`src/rtl/rrid_pkg.sv`:
```
// ----------------------------------------------------------------------------
// rrid_pkg
// Shared types and constants of the row-based run-length image decoder.
// ----------------------------------------------------------------------------
`default_nettype none

package rrid_pkg;

  // header is four bytes: width lo, width hi, rows lo, rows hi
  localparam logic [2:0] HeaderBytes = 3'd4;

  // code byte fields
  localparam logic [1:0] LiteralType = 2'b11;

  // clamps on the configuration registers
  localparam logic [15:0] MaxHeight = 16'd1024;
  localparam logic [15:0] MaxStride = 16'd4096;

  // configuration register map
  localparam int unsigned CfgAddrW = 1;
  localparam int unsigned CfgDataW = 13;
  localparam logic [CfgAddrW-1:0] RegMaxRows   = 1'b0;
  localparam logic [CfgAddrW-1:0] RegRowStride = 1'b1;

  // configuration reset values
  localparam logic [10:0] MaxRowsReset   = 11'd200;
  localparam logic [12:0] RowStrideReset = 13'd320;

  // one run handed from the front to the back
  typedef struct packed {
    logic [15:0] row;
    logic [15:0] col;
    logic [6:0]  len;
    logic [7:0]  value;
  } rrid_cmd_t;

  // back end sequencer
  typedef enum logic [0:0] {
    BkIdle,
    BkRun
  } rrid_back_e;

endpackage

`default_nettype wire

```
`src/rtl/rrid_if.sv`:
```
// ----------------------------------------------------------------------------
// rrid interfaces
// Valid/ready channels for input bytes, output pixels and register writes.
// ----------------------------------------------------------------------------
`default_nettype none

// compressed byte channel
interface rrid_in_if;
  logic       valid;
  logic       ready;
  logic [7:0] data_byte;
  logic       last_byte;

  modport source (output valid, output data_byte, output last_byte, input ready);
  modport sink   (input valid, input data_byte, input last_byte, output ready);
endinterface

// decoded pixel channel
interface rrid_out_if;
  logic        valid;
  logic        ready;
  logic [22:0] pixel_offset;
  logic [7:0]  pixel_value;
  logic        run_last;

  modport source (output valid, output pixel_offset, output pixel_value,
                  output run_last, input ready);
  modport sink   (input valid, input pixel_offset, input pixel_value,
                  input run_last, output ready);
endinterface

// register write channel
interface rrid_cfg_if;
  logic        valid;
  logic        ready;
  logic [0:0]  addr;
  logic [12:0] data;

  modport source (output valid, output addr, output data, input ready);
  modport sink   (input valid, input addr, input data, output ready);
endinterface

`default_nettype wire

```
`src/rtl/rrid_front.sv`:
```
// ----------------------------------------------------------------------------
// rrid_front
// Takes compressed bytes, parses the header, classifies code and fill bytes
// and tracks row position; hands complete runs to the command queue.
// ----------------------------------------------------------------------------
`default_nettype none

module rrid_front
  import rrid_pkg::*;
(
  input  wire logic  clk_i,
  input  wire logic  rst_ni,
  rrid_in_if.sink    in_i,
  input  wire logic  [15:0] row_limit_i,
  output rrid_cmd_t  cmd_o,
  output logic       cmd_push_o,
  input  wire logic  cmd_full_i
);

  logic [2:0]  hdr_idx_q, hdr_idx_d;
  logic [15:0] row_width_q, row_width_d;
  logic [15:0] hdr_rows_q, hdr_rows_d;
  logic [15:0] cur_row_q, cur_row_d;
  logic [15:0] row_left_q, row_left_d;
  logic [6:0]  pend_q, pend_d;
  logic        await_q, await_d;
  logic        done_q, done_d;

  logic        accept;
  logic [7:0]  b;
  logic [6:0]  code_len;
  logic [6:0]  clamp_len;
  logic [6:0]  run_len;
  logic [15:0] left_after;
  logic        image_end;

  // intake stalls only on a full queue
  assign in_i.ready = !cmd_full_i;
  assign accept     = in_i.valid && in_i.ready;
  assign b          = in_i.data_byte;

  // run length from the code byte, clamped to the rest of the row
  assign code_len  = {1'b0, b[5:0]} + 7'd1;
  assign clamp_len = ({9'd0, code_len} > row_left_q) ? row_left_q[6:0] : code_len;
  assign run_len   = await_q ? pend_q : clamp_len;
  assign left_after = row_left_q - {9'd0, run_len};

  assign image_end = (row_width_q == 16'd0) || (cur_row_q >= hdr_rows_q)
                     || (cur_row_q >= row_limit_i);

  // run command contents
  assign cmd_o.row   = cur_row_q;
  assign cmd_o.col   = row_width_q - row_left_q;
  assign cmd_o.len   = run_len;
  assign cmd_o.value = b;

  // byte classification and row tracking
  always_comb begin
    hdr_idx_d   = hdr_idx_q;
    row_width_d = row_width_q;
    hdr_rows_d  = hdr_rows_q;
    cur_row_d   = cur_row_q;
    row_left_d  = row_left_q;
    pend_d      = pend_q;
    await_d     = await_q;
    done_d      = done_q;
    cmd_push_o  = 1'b0;

    if (accept) begin
      priority if (hdr_idx_q != HeaderBytes) begin
        hdr_idx_d = hdr_idx_q + 3'd1;
        unique case (hdr_idx_q[1:0])
          2'd0: row_width_d = {8'd0, b};
          2'd1: row_width_d = {b, row_width_q[7:0]};
          2'd2: hdr_rows_d  = {8'd0, b};
          default: begin
            hdr_rows_d = {b, hdr_rows_q[7:0]};
            row_left_d = row_width_q;
          end
        endcase
      end else if (await_q) begin
        cmd_push_o = 1'b1;
        await_d    = 1'b0;
        pend_d     = 7'd0;
      end else if (!done_q) begin
        if (image_end) begin
          done_d = 1'b1;
        end else if (b[7:6] == LiteralType) begin
          cmd_push_o = 1'b1;
        end else begin
          pend_d  = clamp_len;
          await_d = 1'b1;
        end
      end

      // a run leaves the row; a full row steps to the next
      if (cmd_push_o) begin
        if (left_after == 16'd0) begin
          cur_row_d  = cur_row_q + 16'd1;
          row_left_d = row_width_q;
        end else begin
          row_left_d = left_after;
        end
      end

      // end of resource returns to the start
      if (in_i.last_byte) begin
        hdr_idx_d   = 3'd0;
        row_width_d = 16'd0;
        hdr_rows_d  = 16'd0;
        cur_row_d   = 16'd0;
        row_left_d  = 16'd0;
        pend_d      = 7'd0;
        await_d     = 1'b0;
        done_d      = 1'b0;
      end
    end
  end

  // state registers
  always_ff @(posedge clk_i or negedge rst_ni) begin
    if (!rst_ni) begin
      hdr_idx_q   <= 3'd0;
      row_width_q <= 16'd0;
      hdr_rows_q  <= 16'd0;
      cur_row_q   <= 16'd0;
      row_left_q  <= 16'd0;
      pend_q      <= 7'd0;
      await_q     <= 1'b0;
      done_q      <= 1'b0;
    end else begin
      hdr_idx_q   <= hdr_idx_d;
      row_width_q <= row_width_d;
      hdr_rows_q  <= hdr_rows_d;
      cur_row_q   <= cur_row_d;
      row_left_q  <= row_left_d;
      pend_q      <= pend_d;
      await_q     <= await_d;
      done_q      <= done_d;
    end
  end

`ifndef ASSERT_OFF
  // a pushed run is never empty
  a_push_len: assert property (@(posedge clk_i) disable iff (!rst_ni)
    cmd_push_o |-> cmd_o.len != 7'd0)
    else $error("rrid_front: zero-length run pushed");
`endif

endmodule

`default_nettype wire

```
`src/rtl/rrid_queue.sv`:
```
// ----------------------------------------------------------------------------
// rrid_queue
// Two-entry queue of run commands between the front and the back.
// ----------------------------------------------------------------------------
`default_nettype none

module rrid_queue
  import rrid_pkg::*;
(
  input  wire logic       clk_i,
  input  wire logic       rst_ni,
  input  wire logic       push_i,
  input  wire rrid_cmd_t  cmd_i,
  output logic            full_o,
  input  wire logic       pop_i,
  output logic            empty_o,
  output rrid_cmd_t       cmd_o
);

  rrid_cmd_t  entry_q [2];
  logic       wr_ptr_q, wr_ptr_d;
  logic       rd_ptr_q, rd_ptr_d;
  logic [1:0] cnt_q, cnt_d;

  assign full_o  = cnt_q == 2'd2;
  assign empty_o = cnt_q == 2'd0;
  assign cmd_o   = entry_q[rd_ptr_q];

  // pointer and fill count update
  always_comb begin
    wr_ptr_d = wr_ptr_q ^ push_i;
    rd_ptr_d = rd_ptr_q ^ pop_i;
    cnt_d    = cnt_q + {1'b0, push_i} - {1'b0, pop_i};
  end

  always_ff @(posedge clk_i or negedge rst_ni) begin
    if (!rst_ni) begin
      wr_ptr_q <= 1'b0;
      rd_ptr_q <= 1'b0;
      cnt_q    <= 2'd0;
    end else begin
      wr_ptr_q <= wr_ptr_d;
      rd_ptr_q <= rd_ptr_d;
      cnt_q    <= cnt_d;
    end
  end

  // entry storage
  always_ff @(posedge clk_i) begin
    if (push_i) begin
      entry_q[wr_ptr_q] <= cmd_i;
    end
  end

`ifndef ASSERT_OFF
  // no push into a full queue, no pop from an empty one
  a_no_overflow: assert property (@(posedge clk_i) disable iff (!rst_ni)
    push_i |-> !full_o)
    else $error("rrid_queue: push while full");
  a_no_underflow: assert property (@(posedge clk_i) disable iff (!rst_ni)
    pop_i |-> !empty_o)
    else $error("rrid_queue: pop while empty");
`endif

endmodule

`default_nettype wire

```
`src/rtl/rrid_back.sv`:
```
// ----------------------------------------------------------------------------
// rrid_back
// Takes run commands, forms the frame offset of the run start, then emits
// one pixel word per cycle into the output register while it is free.
// ----------------------------------------------------------------------------
`default_nettype none

module rrid_back
  import rrid_pkg::*;
(
  input  wire logic       clk_i,
  input  wire logic       rst_ni,
  input  wire rrid_cmd_t  cmd_i,
  input  wire logic       empty_i,
  output logic            pop_o,
  input  wire logic [12:0] stride_i,
  rrid_out_if.source      out_o
);

  rrid_back_e  state_q, state_d;
  logic [22:0] base_q, base_d;
  logic [6:0]  left_q, left_d;
  logic [7:0]  value_q, value_d;

  logic        out_valid_q, out_valid_d;
  logic [22:0] out_off_q, out_off_d;
  logic [7:0]  out_val_q, out_val_d;
  logic        out_last_q, out_last_d;

  logic        out_free;
  logic        fire;
  logic [28:0] product;

  assign out_free = !out_valid_q || out_o.ready;
  assign product  = {13'd0, cmd_i.row} * {16'd0, stride_i};

  // next state
  always_comb begin
    state_d = state_q;
    unique case (state_q)
      BkIdle: if (!empty_i) state_d = BkRun;
      BkRun:  if (out_free && left_q == 7'd1) state_d = BkIdle;
      default: state_d = BkIdle;
    endcase
  end

  // sequencer outputs
  always_comb begin
    pop_o = 1'b0;
    fire  = 1'b0;
    unique case (state_q)
      BkIdle: pop_o = !empty_i;
      BkRun:  fire  = out_free;
      default: ;
    endcase
  end

  // run datapath and output register
  always_comb begin
    base_d      = base_q;
    left_d      = left_q;
    value_d     = value_q;
    out_valid_d = out_valid_q;
    out_off_d   = out_off_q;
    out_val_d   = out_val_q;
    out_last_d  = out_last_q;

    if (out_o.ready) begin
      out_valid_d = 1'b0;
    end
    if (pop_o) begin
      base_d  = product[22:0] + {7'd0, cmd_i.col};
      left_d  = cmd_i.len;
      value_d = cmd_i.value;
    end
    if (fire) begin
      out_valid_d = 1'b1;
      out_off_d   = base_q;
      out_val_d   = value_q;
      out_last_d  = left_q == 7'd1;
      base_d      = base_q + 23'd1;
      left_d      = left_q - 7'd1;
    end
  end

  always_ff @(posedge clk_i or negedge rst_ni) begin
    if (!rst_ni) begin
      state_q     <= BkIdle;
      out_valid_q <= 1'b0;
      left_q      <= 7'd0;
    end else begin
      state_q     <= state_d;
      out_valid_q <= out_valid_d;
      left_q      <= left_d;
    end
  end

  always_ff @(posedge clk_i) begin
    base_q    <= base_d;
    value_q   <= value_d;
    out_off_q <= out_off_d;
    out_val_q <= out_val_d;
    out_last_q <= out_last_d;
  end

  assign out_o.valid        = out_valid_q;
  assign out_o.pixel_offset = out_off_q;
  assign out_o.pixel_value  = out_val_q;
  assign out_o.run_last     = out_last_q;

`ifndef ASSERT_OFF
  // a run in progress always has pixels left
  a_run_left: assert property (@(posedge clk_i) disable iff (!rst_ni)
    state_q == BkRun |-> left_q != 7'd0)
    else $error("rrid_back: run state with nothing left");
  // the final pixel of a run returns the sequencer to idle
  a_last_idle: assert property (@(posedge clk_i) disable iff (!rst_ni)
    fire && left_q == 7'd1 |=> state_q == BkIdle && out_o.run_last)
    else $error("rrid_back: run end not followed by idle");
`endif

endmodule

`default_nettype wire

```
`src/rtl/row_rle_image_decoder.sv`:
```
// ----------------------------------------------------------------------------
// row_rle_image_decoder
// Row-based run-length image decoder: compressed bytes in, pixel words with
// frame offsets out.
// ----------------------------------------------------------------------------
// Bytes are taken one per cycle while the two-entry run queue has room.
// A run of n pixels (1 to 64) holds the back end: the idle state pops it and
// forms the start offset with the row times stride multiplier, then the run
// state sends one pixel word per cycle as the output side takes them, so
// sustained intake during pixel output is set by that one-pixel-per-cycle port.
// Register writes are taken at any time and have ready tied high.
`default_nettype none

module row_rle_image_decoder
  import rrid_pkg::*;
(
  input  wire logic  clk_i,
  input  wire logic  rst_ni,
  rrid_cfg_if.sink   cfg_i,
  rrid_in_if.sink    in_i,
  rrid_out_if.source out_o
);

  logic [10:0] max_rows_q;
  logic [12:0] row_stride_q;
  logic [15:0] row_limit;
  logic [15:0] stride_clamp;
  logic [12:0] stride_eff;

  rrid_cmd_t   push_cmd;
  rrid_cmd_t   head_cmd;
  logic        push;
  logic        pop;
  logic        full;
  logic        empty;

  // configuration registers
  assign cfg_i.ready = 1'b1;

  always_ff @(posedge clk_i or negedge rst_ni) begin
    if (!rst_ni) begin
      max_rows_q   <= MaxRowsReset;
      row_stride_q <= RowStrideReset;
    end else if (cfg_i.valid) begin
      unique case (cfg_i.addr)
        RegMaxRows:   max_rows_q   <= cfg_i.data[10:0];
        RegRowStride: row_stride_q <= cfg_i.data;
        default: ;
      endcase
    end
  end

  // clamp limits to their maxima
  assign row_limit    = ({5'd0, max_rows_q} > MaxHeight) ? MaxHeight : {5'd0, max_rows_q};
  assign stride_clamp = ({3'd0, row_stride_q} > MaxStride) ? MaxStride
                                                            : {3'd0, row_stride_q};
  assign stride_eff   = stride_clamp[12:0];

  rrid_front u_front (
    .clk_i       (clk_i),
    .rst_ni      (rst_ni),
    .in_i        (in_i),
    .row_limit_i (row_limit),
    .cmd_o       (push_cmd),
    .cmd_push_o  (push),
    .cmd_full_i  (full)
  );

  rrid_queue u_queue (
    .clk_i   (clk_i),
    .rst_ni  (rst_ni),
    .push_i  (push),
    .cmd_i   (push_cmd),
    .full_o  (full),
    .pop_i   (pop),
    .empty_o (empty),
    .cmd_o   (head_cmd)
  );

  rrid_back u_back (
    .clk_i    (clk_i),
    .rst_ni   (rst_ni),
    .cmd_i    (head_cmd),
    .empty_i  (empty),
    .pop_o    (pop),
    .stride_i (stride_eff),
    .out_o    (out_o)
  );

endmodule

`default_nettype wire
```
`src/flat_wrapper.sv`:
```
// flat-port wrapper written by rule: the top's interface ports become plain ports
module row_rle_image_decoder_flat import rrid_pkg::*;
  (clk_i, rst_ni, cfg_i_valid, cfg_i_addr, cfg_i_data, cfg_i_ready, in_i_valid, in_i_data_byte, in_i_last_byte, in_i_ready, out_o_valid, out_o_pixel_offset, out_o_pixel_value, out_o_run_last, out_o_ready);
  rrid_cfg_if cfg_i_i ();
  rrid_in_if in_i_i ();
  rrid_out_if out_o_i ();
  input  wire logic clk_i;
  input  wire logic rst_ni;
  input wire logic [$bits(cfg_i_i.valid)-1:0] cfg_i_valid;
  input wire logic [$bits(cfg_i_i.addr)-1:0] cfg_i_addr;
  input wire logic [$bits(cfg_i_i.data)-1:0] cfg_i_data;
  output wire logic [$bits(cfg_i_i.ready)-1:0] cfg_i_ready;
  input wire logic [$bits(in_i_i.valid)-1:0] in_i_valid;
  input wire logic [$bits(in_i_i.data_byte)-1:0] in_i_data_byte;
  input wire logic [$bits(in_i_i.last_byte)-1:0] in_i_last_byte;
  output wire logic [$bits(in_i_i.ready)-1:0] in_i_ready;
  output wire logic [$bits(out_o_i.valid)-1:0] out_o_valid;
  output wire logic [$bits(out_o_i.pixel_offset)-1:0] out_o_pixel_offset;
  output wire logic [$bits(out_o_i.pixel_value)-1:0] out_o_pixel_value;
  output wire logic [$bits(out_o_i.run_last)-1:0] out_o_run_last;
  input wire logic [$bits(out_o_i.ready)-1:0] out_o_ready;
  assign cfg_i_i.valid = cfg_i_valid;
  assign cfg_i_i.addr = cfg_i_addr;
  assign cfg_i_i.data = cfg_i_data;
  assign cfg_i_ready = cfg_i_i.ready;
  assign in_i_i.valid = in_i_valid;
  assign in_i_i.data_byte = in_i_data_byte;
  assign in_i_i.last_byte = in_i_last_byte;
  assign in_i_ready = in_i_i.ready;
  assign out_o_valid = out_o_i.valid;
  assign out_o_pixel_offset = out_o_i.pixel_offset;
  assign out_o_pixel_value = out_o_i.pixel_value;
  assign out_o_run_last = out_o_i.run_last;
  assign out_o_i.ready = out_o_ready;
  row_rle_image_decoder u_core (.clk_i(clk_i), .rst_ni(rst_ni), .cfg_i(cfg_i_i), .in_i(in_i_i), .out_o(out_o_i));
endmodule
```
`config.mk`:
```
export PLATFORM = sky130hd
export DESIGN_NAME = row_rle_image_decoder_flat
export DESIGN_NICKNAME = d
export VERILOG_FILES = /design/src/rtl/rrid_pkg.sv /design/src/rtl/rrid_if.sv /design/src/rtl/rrid_front.sv /design/src/rtl/rrid_queue.sv /design/src/rtl/rrid_back.sv /design/src/rtl/row_rle_image_decoder.sv /design/src/flat_wrapper.sv
export SDC_FILE = /design/constraint.sdc
export NUM_CORES = 1
export LEC_CHECK = 0
export BUFFER_PORTS_ARGS = -buffer_cell sky130_fd_sc_hd__buf_2
export CORE_MARGIN = 2
export CORE_UTILIZATION = 58
export DETAILED_ROUTE_END_ITERATION = 16
export GPL_TIMING_DRIVEN = 0
export PLACE_DENSITY = 0.8
export SYNTH_ARGS = -nofsm -noshare
export SYNTH_HDL_FRONTEND = slang
export SYNTH_SLANG_ARGS = --single-unit
export TNS_END_PERCENT = 10
```
`constraint.sdc`:
```
create_clock -name clk_i -period 6.9 [get_ports clk_i]
set_input_delay 1.38 -clock clk_i [delete_from_list [all_inputs] [get_ports clk_i]]
set_output_delay 1.38 -clock clk_i [all_outputs]
set_load 0.02 [all_outputs]
```
**Word level (Yosys, flattened, before mapping)**

Memories as Yosys holds them, arrays and structs flattened.
Index checks and enable logic that the tools add are counted.

- Register bits after elaboration: 176
- Word-level logic and storage cells: 150
- Output and inout bits: 35
- RAM bits: 94
- Memories kept: 1

- Add/subtract/negate cells: 10
- Muxes and demuxes: 57
- $lt $le $gt $ge: 5
- Bitwise gates (word level): 4
- Reductions and logical operators: 35
- Eq/ne operators: 14
- Multipliers: 1

Memory list:

| memory | words | width | read ports | clocked after Yosys merged registers in | wr ports | RTL line | source |
|---|---|---|---|---|---|---|---|
| u_core.u_queue.entry_q | 2 | 47 | 1 | 0 | 1 | rrid_queue.sv:20 | `rrid_cmd_t entry_q [2];` |

Operators with widths:

| operator | count |
|---|---|
| 16-bit two-way mux | 12 |
| 7-bit two-way mux | 10 |
| 16-bit one-hot mux with 2 select lines | 2 |
| 23-bit two-way mux | 2 |
| 16-bit >= comparator | 2 |
| 16-bit zero test | 2 |
| 1-bit two-way mux | 26 |
| 23-bit by 1-bit adder with 23-bit output, second input constant | 1 |
| 23-bit by 16-bit adder with 23-bit output | 1 |
| 16-bit by 13-bit multiplier with 23-bit output | 1 |
| 16-bit by 1-bit adder with 16-bit output, second input constant | 1 |
| 7-bit by 16-bit greater-than comparator with 1-bit output | 1 |
| 16-bit subtractor | 1 |
| 16-bit by 7-bit subtractor with 16-bit output | 1 |
| 3-bit AND reduction | 5 |
| 2-bit nonzero test | 7 |
| 13-bit greater-than comparator, second input constant | 1 |
| 13-bit two-way mux | 1 |
| 3-bit != test, second input constant | 4 |
| 11-bit greater-than comparator, second input constant | 1 |
| 11-bit two-way mux | 1 |
| 2-bit AND reduction | 4 |
| 4-bit AND reduction | 2 |
| 6-bit by 1-bit adder with 7-bit output, second input constant | 1 |
| 22 further kinds | 36 |

**Logic depth before layout (Yosys ltp)**

- Depth in word-level cells: 12
- Gate-level depth with buffers: 26
- Gate-level depth less buffers: 24

**Hierarchy**

From an unflattened synthesis, not the netlist that was laid out.

- Cell total of the unflattened synthesis: 2,013
- Area total of the unflattened synthesis: 20,902.5 um^2

By module, submodules not included:

| module | cells each | area each (um^2) | times used |
|---|---|---|---|
| rrid_back | 984 | 9,603.0 | 1 |
| rrid_front | 786 | 6,501.2 | 1 |
| rrid_queue | 162 | 3,678.5 | 1 |
| row_rle_image_decoder | 81 | 1,119.8 | 1 |

**Least setup slack after synthesis**

No wires, ideal clock.

- Path type: register to register
- Start point: register u_core.u_queue.rd_ptr_q
- End point: register u_core.u_back.base_q[21] (data pin)
- Path buffers: 2
- Arrival time: 6.570 ns
- Period minus slack after synthesis: 6.840 ns
- Setup slack: 0.060 ns
- Cell stages (with the launch flop): 27
- Path through: dfrtp_1 > clkbuf_1 > buf_1 > mux2i_1 > nor2_1 > fa_1 > inv_1 > fa_1 > inv_1 > fa_1 > inv_1 > fa_1 > inv_1 > fa_1 > inv_1 > fa_1 > inv_1 > ha_1 > o21ai_0 > nor2_1 > a311oi_1 > o31ai_1 > a21oi_1 > o21bai_1 > o21ai_0 > xor2_1 > a21oi_1

- Cells in the longest elaborated chain, start to end: 5

RTL lines:

| item | RTL line | source |
|---|---|---|
| from (decl) | rrid_queue.sv:22 | `logic rd_ptr_q, rd_ptr_d;` |
| from (signal assigned) | rrid_queue.sv:43 | `rd_ptr_q <= rd_ptr_d;` |
| memory 2 x 47 bit (*) | n/a |  |
| 16-bit by 13-bit multiplier with 23-bit output | rrid_back.sv:35 | `assign product = {13'd0, cmd_i.row} * {16'd0, stride_i};` |
| 23-bit by 16-bit adder with 23-bit output (*) | rrid_back.sv:72 | `base_d = product[22:0] + {7'd0, cmd_i.col};` |
| 23-bit two-way mux (*) | rrid_back.sv:71 | `if (pop_o) begin` |
| 23-bit two-way mux (*) | rrid_back.sv:76 | `if (fire) begin` |
| via u_core.u_back.base_d[21] | rrid_back.sv:21 | `logic [22:0] base_q, base_d;` |
| to (signal assigned) | rrid_back.sv:99 | `base_q <= base_d;` |
| to (decl) | rrid_back.sv:21 |  |

The timed path passes the listed nets; every way through them passes the cells marked *. The select of a mux whose other input is x is not followed.
A chain may end at the register's enable or synchronous reset.

**Final worst setup path**

- Start point: register u_core.row_stride_q[12]
- End point: register u_core.u_back.base_q[20] (data pin)

- Cells in the longest elaborated chain, start to end: 6

RTL lines:

| item | RTL line | source |
|---|---|---|
| from (decl) | row_rle_image_decoder.sv:25 | `logic [12:0] row_stride_q;` |
| from (signal assigned) | row_rle_image_decoder.sv:43 | `row_stride_q <= RowStrideReset;` |
| from (signal assigned) | row_rle_image_decoder.sv:47 | `RegRowStride: row_stride_q <= cfg_i.data;` |
| 13-bit greater-than comparator | row_rle_image_decoder.sv:55 | `assign stride_clamp = ({3'd0, row_stride_q} > MaxStride) ? MaxStride` |
| 13-bit two-way mux (*) | row_rle_image_decoder.sv:55 |  |
| 16-bit by 13-bit multiplier with 23-bit output (*) | rrid_back.sv:35 |  |
| 23-bit by 16-bit adder with 23-bit output (*) | rrid_back.sv:72 |  |
| 23-bit two-way mux (*) | rrid_back.sv:71 |  |
| 23-bit two-way mux (*) | rrid_back.sv:76 |  |
| via u_core.u_back.base_d[20] | rrid_back.sv:21 |  |

Marked as above.

==> metrics.yaml <==
worst_setup_path:
  critPathArrivalTime_ps: 6940
  worstRegToRegCells: 22
  crit_path_start_kind: "flip-flop"
  regToRegSetupSlack_ps: 240
  critPathMaxFanout: 10
  worstPathRequired_ps: 7180
  cp-end-kind: "flip-flop"
  r2r-end: "u_core.u_back.base_q[20]"
  worstReg2RegStart: "u_core.row_stride_q[12]"
  crit_type: "reg -> reg"
global_routing:
  grt_antenna_before_repair: 0
  grt_pass1_wl_um: 77700
  overflow: 0
  grt_max_degree: 74
  grtUsageTotal_pct: 27.9
  grt_pass1_vias: 14800
die:
  die_w_um: 188
  row_count: 67
  die_y_um: 188
  top_level_ports: 63
  start_util_pct: 58.8
  die_area_um2: 35400
  core-area_um2: 33400
routing:
  via_per_inst: 5.82
  drc: 0
  dr.pass1.iters: 8
  routedWlPerCell_um: 19.6
  dr_total_vias: 14500
  totalWireLength_um: 48600
  ant_nets: 0
  drt-initial-drc-count: 1364
timing:
  slew_headroom_pct: 28.6
  setup_viol: 0
  final.setup.tns_ps: 0
  hold_viol: 0
  finClkSkew_ps: 13.0
  slew_violations: 0
  fin_crit_ps: 6660
  tightest_slew_ps: 1060
  period_share_pct: 96.5
  fmax_mhz: 150
clock_tree:
  clk_latency_ps: 560
  tritoncts: "yes"
  cts_buffer_depth: 3
  cts_hold_buf: 0
  clock_sinks: 270
  cts_buffers: 29
  htree_levels: 1
  cts_root_buf: "clkbuf_16"
  cts.clk_slew.worst_paths_ps: 60
synth:
  postSynthAreaPerCell_um2: 10.4
  ys.flop_type: "edfxtp_1"
  ys_seq_area_share_pct: 38.4
  synthesis.nets: 2214
  synth_async_sr_flop_share_pct: 41.9
  synth_cells: 1897
  synth_top_family_by_area: "adder cells"
  synthMuxAreaShare_pct: 6.42
  synth-edff-count: 157
  synth-seq-cells: 270
  synth_area_um2: 19700
  synthXorXnorAreaFrac_pct: 3.34
  yosys.area_share.simple_pct: 13.3
  yosysWarnings: 0
  ys_types: 67
  synth-compound-area-share_pct: 8.29
  synth_fa_ha_area_share_pct: 24.3
pwr:
  total_power_mw: 8.60
  leakage_nw: 9.53
  ir_drop_mv: 0.410
  power.density_nw_per_um2: 389
placement:
  globalplace.congestion: 0.944
  place_hpwl_um: 36300
  portBuffers: 61
finish:
  n_antenna_cell: 0
  drive_gt1_share_pct: 13.0
  final_nets: 2328
  areaGrowthSynthToFinish_pct: 12.3
hold_path:
  min_from: "u_core.u_back.value_q[4]"
  holdPathStages: 0
  min_to: "u_core.u_back.out_o.pixel_value[4]"
  hp-class: "reg -> reg"
outcome:
  run_status: "finished clean"
job:
  maxCapViolations: 0
-- layout make-up --
type / count / area (um2)
multi-input combinational: 1321 / 11200
clock inverter: 21 / 225
clock buffer: 33 / 761
fill: 2501 / 11400
tap: 448 / 561
buffer: 54 / 308
inverter: 250 / 938
timing repair buffer: 85 / 562
sequential: 270 / 7550
-- worst max path at each step --
| stage | start | end | slack [ps] | depth (start not counted) |
|---|---|---|---|---|
| 2_1_floorplan | u_core.u_queue.rd_ptr_q | u_core.u_back.base_q[21] | 60 | 26 |
| 3_3_place_gp | u_core.u_queue.rd_ptr_q | u_core.u_back.base_q[21] | -1180 | 26 |
| 3_5_place_dp | u_core.u_queue.rd_ptr_q | u_core.u_back.base_q[22] | -1250 | 26 |
| 4_1_cts | u_core.row_stride_q[12] | u_core.u_back.base_q[21] | 2 | 26 |
| 5_1_grt | u_core.u_queue.rd_ptr_q | u_core.u_back.base_q[20] | -10 | 26 |
| 6_report | u_core.row_stride_q[12] | u_core.u_back.base_q[20] | 240 | 22 |
-- routing by layer --
metal	share of wire [%]	GRT usage, %
met5	0	0
met1	41	36.5
met2	48	46.4
met3	6.9	4.83
met4	3.6	11.0
-- metrics by stage --
step / util, % / setup WS [ps] / cells / area, um2 / hold slack (ps)
after floorplan: - / 60.2 / 1897 / 19700 / 400
after detailed placement: 61.7 / -1250 / 2410 / 20600 / 405
after CTS: 65.4 / 1.63 / 2471 / 21900 / 420
after global placement: 61.4 / -1180 / 2406 / 20500 / 401
after global routing: 66.1 / -10.3 / 2482 / 22100 / 428
final: 66.1 / 242 / 2482 / 22100 / 419
-- critical path: stages (launching register included) --
cell      delay [ps]
dfrtp_2          450
buf_4            200
nor2b_4          280
buf_4            260
nand2_1          110
fa_1             530
fa_1             540
inv_1             60
fa_1             470
fa_1             540
fa_1             560
inv_1             60
fa_1             530
inv_1             40
ha_1             340
and3_1           190
o2111a_1         160
nor2_2           150
a211oi_2         120
or3_1            350
a21oi_2          160
xor2_1           180
a21oi_1          100
-- synthesized netlist by cell type, types with 9 or more instances --
library cell / number / area share [%]
inv_1: 249 / 4.8
nand2_1: 224 / 4.3
edfxtp_1: 157 / 24
fa_1: 155 / 16
nor2_1: 153 / 2.9
ha_1: 134 / 8.5
dfrtp_1: 108 / 14
o21ai_0: 94 / 2.4
a21oi_1: 72 / 1.8
mux2i_1: 61 / 3.1
mux2_2: 58 / 3.3
xnor2_1: 56 / 2.5
clkbuf_1: 34 / 0.65
nand3_1: 28 / 0.71
nor3_1: 28 / 0.71
nand2b_1: 25 / 0.80
nor2b_1: 21 / 0.67
and3_1: 19 / 0.60
or3_1: 19 / 0.60
xor2_1: 19 / 0.85
buf_1: 15 / 0.29
and2_1: 13 / 0.41
o21a_1: 12 / 0.46
a22o_1: 10 / 0.45
nand4_1: 9 / 0.29
nor4_1: 9 / 0.29
-- kinds of logic (layout without fill, tap and decap cells) --
logic type,Yosys count,after routing
flip-flops,270,270
XOR/XNOR,75,75
buffers and inverters,306,443
adder cells (fa/ha/maj),289,289
multiplexers,119,119
other,1,1
AO/OA/AOI/OAI,266,266
AND/OR/NAND/NOR,571,571
-- registers in the layout (all words and copies together), names as in the netlist --
name and flops:
u_core.u_queue.entry_q 94, u_core.u_back.base_q 23, u_core.u_back.out_o.pixel_offset 23, u_core.u_front.cur_row_q 16, u_core.u_front.hdr_rows_q 16, u_core.u_front.row_left_q 16
u_core.u_front.row_width_q 16, u_core.row_stride_q 13, u_core.max_rows_q 11, u_core.u_back.out_o.pixel_value 8, u_core.u_back.value_q 8, u_core.u_back.left_q 7
u_core.u_front.pend_q 7, u_core.u_front.hdr_idx_q 3, u_core.u_queue.cnt_q 2, u_core.u_back.out_o.run_last 1, u_core.u_back.out_o.valid 1, u_core.u_back.state_q 1
u_core.u_front.await_q 1, u_core.u_front.done_q 1, u_core.u_queue.rd_ptr_q 1, u_core.u_queue.wr_ptr_q 1
-- report_power, final --
group	switching (mW)	internal, mW	total, mW
clock	0.686	0.919	1.60
combinational	2.69	1.91	4.59
sequential	0.235	2.17	2.40
total	3.61	5.00	8.60
-- what timing repair did --
item / in CTS / in global routing
buffers inserted: 8 / 12
setup endpoints to repair: 16 / 39
pin swaps: 0 / 4
gates resized for setup: 50 / 50
-- placed cells by master (no fill, tap or decap), types with 16 or more instances in the layout --
master,n
nor3_1,28
nor2_1,150
o21ai_0,87
xnor2_1,56
edfxtp_1,157
nand2_1,224
nor2b_1,16
ha_1,132
fa_1,155
a21oi_1,70
mux2_2,57
nand3_1,28
and3_1,19
clkbuf_1,25
nand2b_1,21
buf_4,24
xor2_1,19
or3_1,19
buf_2,63
dfrtp_1,106
mux2i_1,47
inv_1,249
clkbuf_16,29
Note: power is estimated with default switching activity, not from simulation.
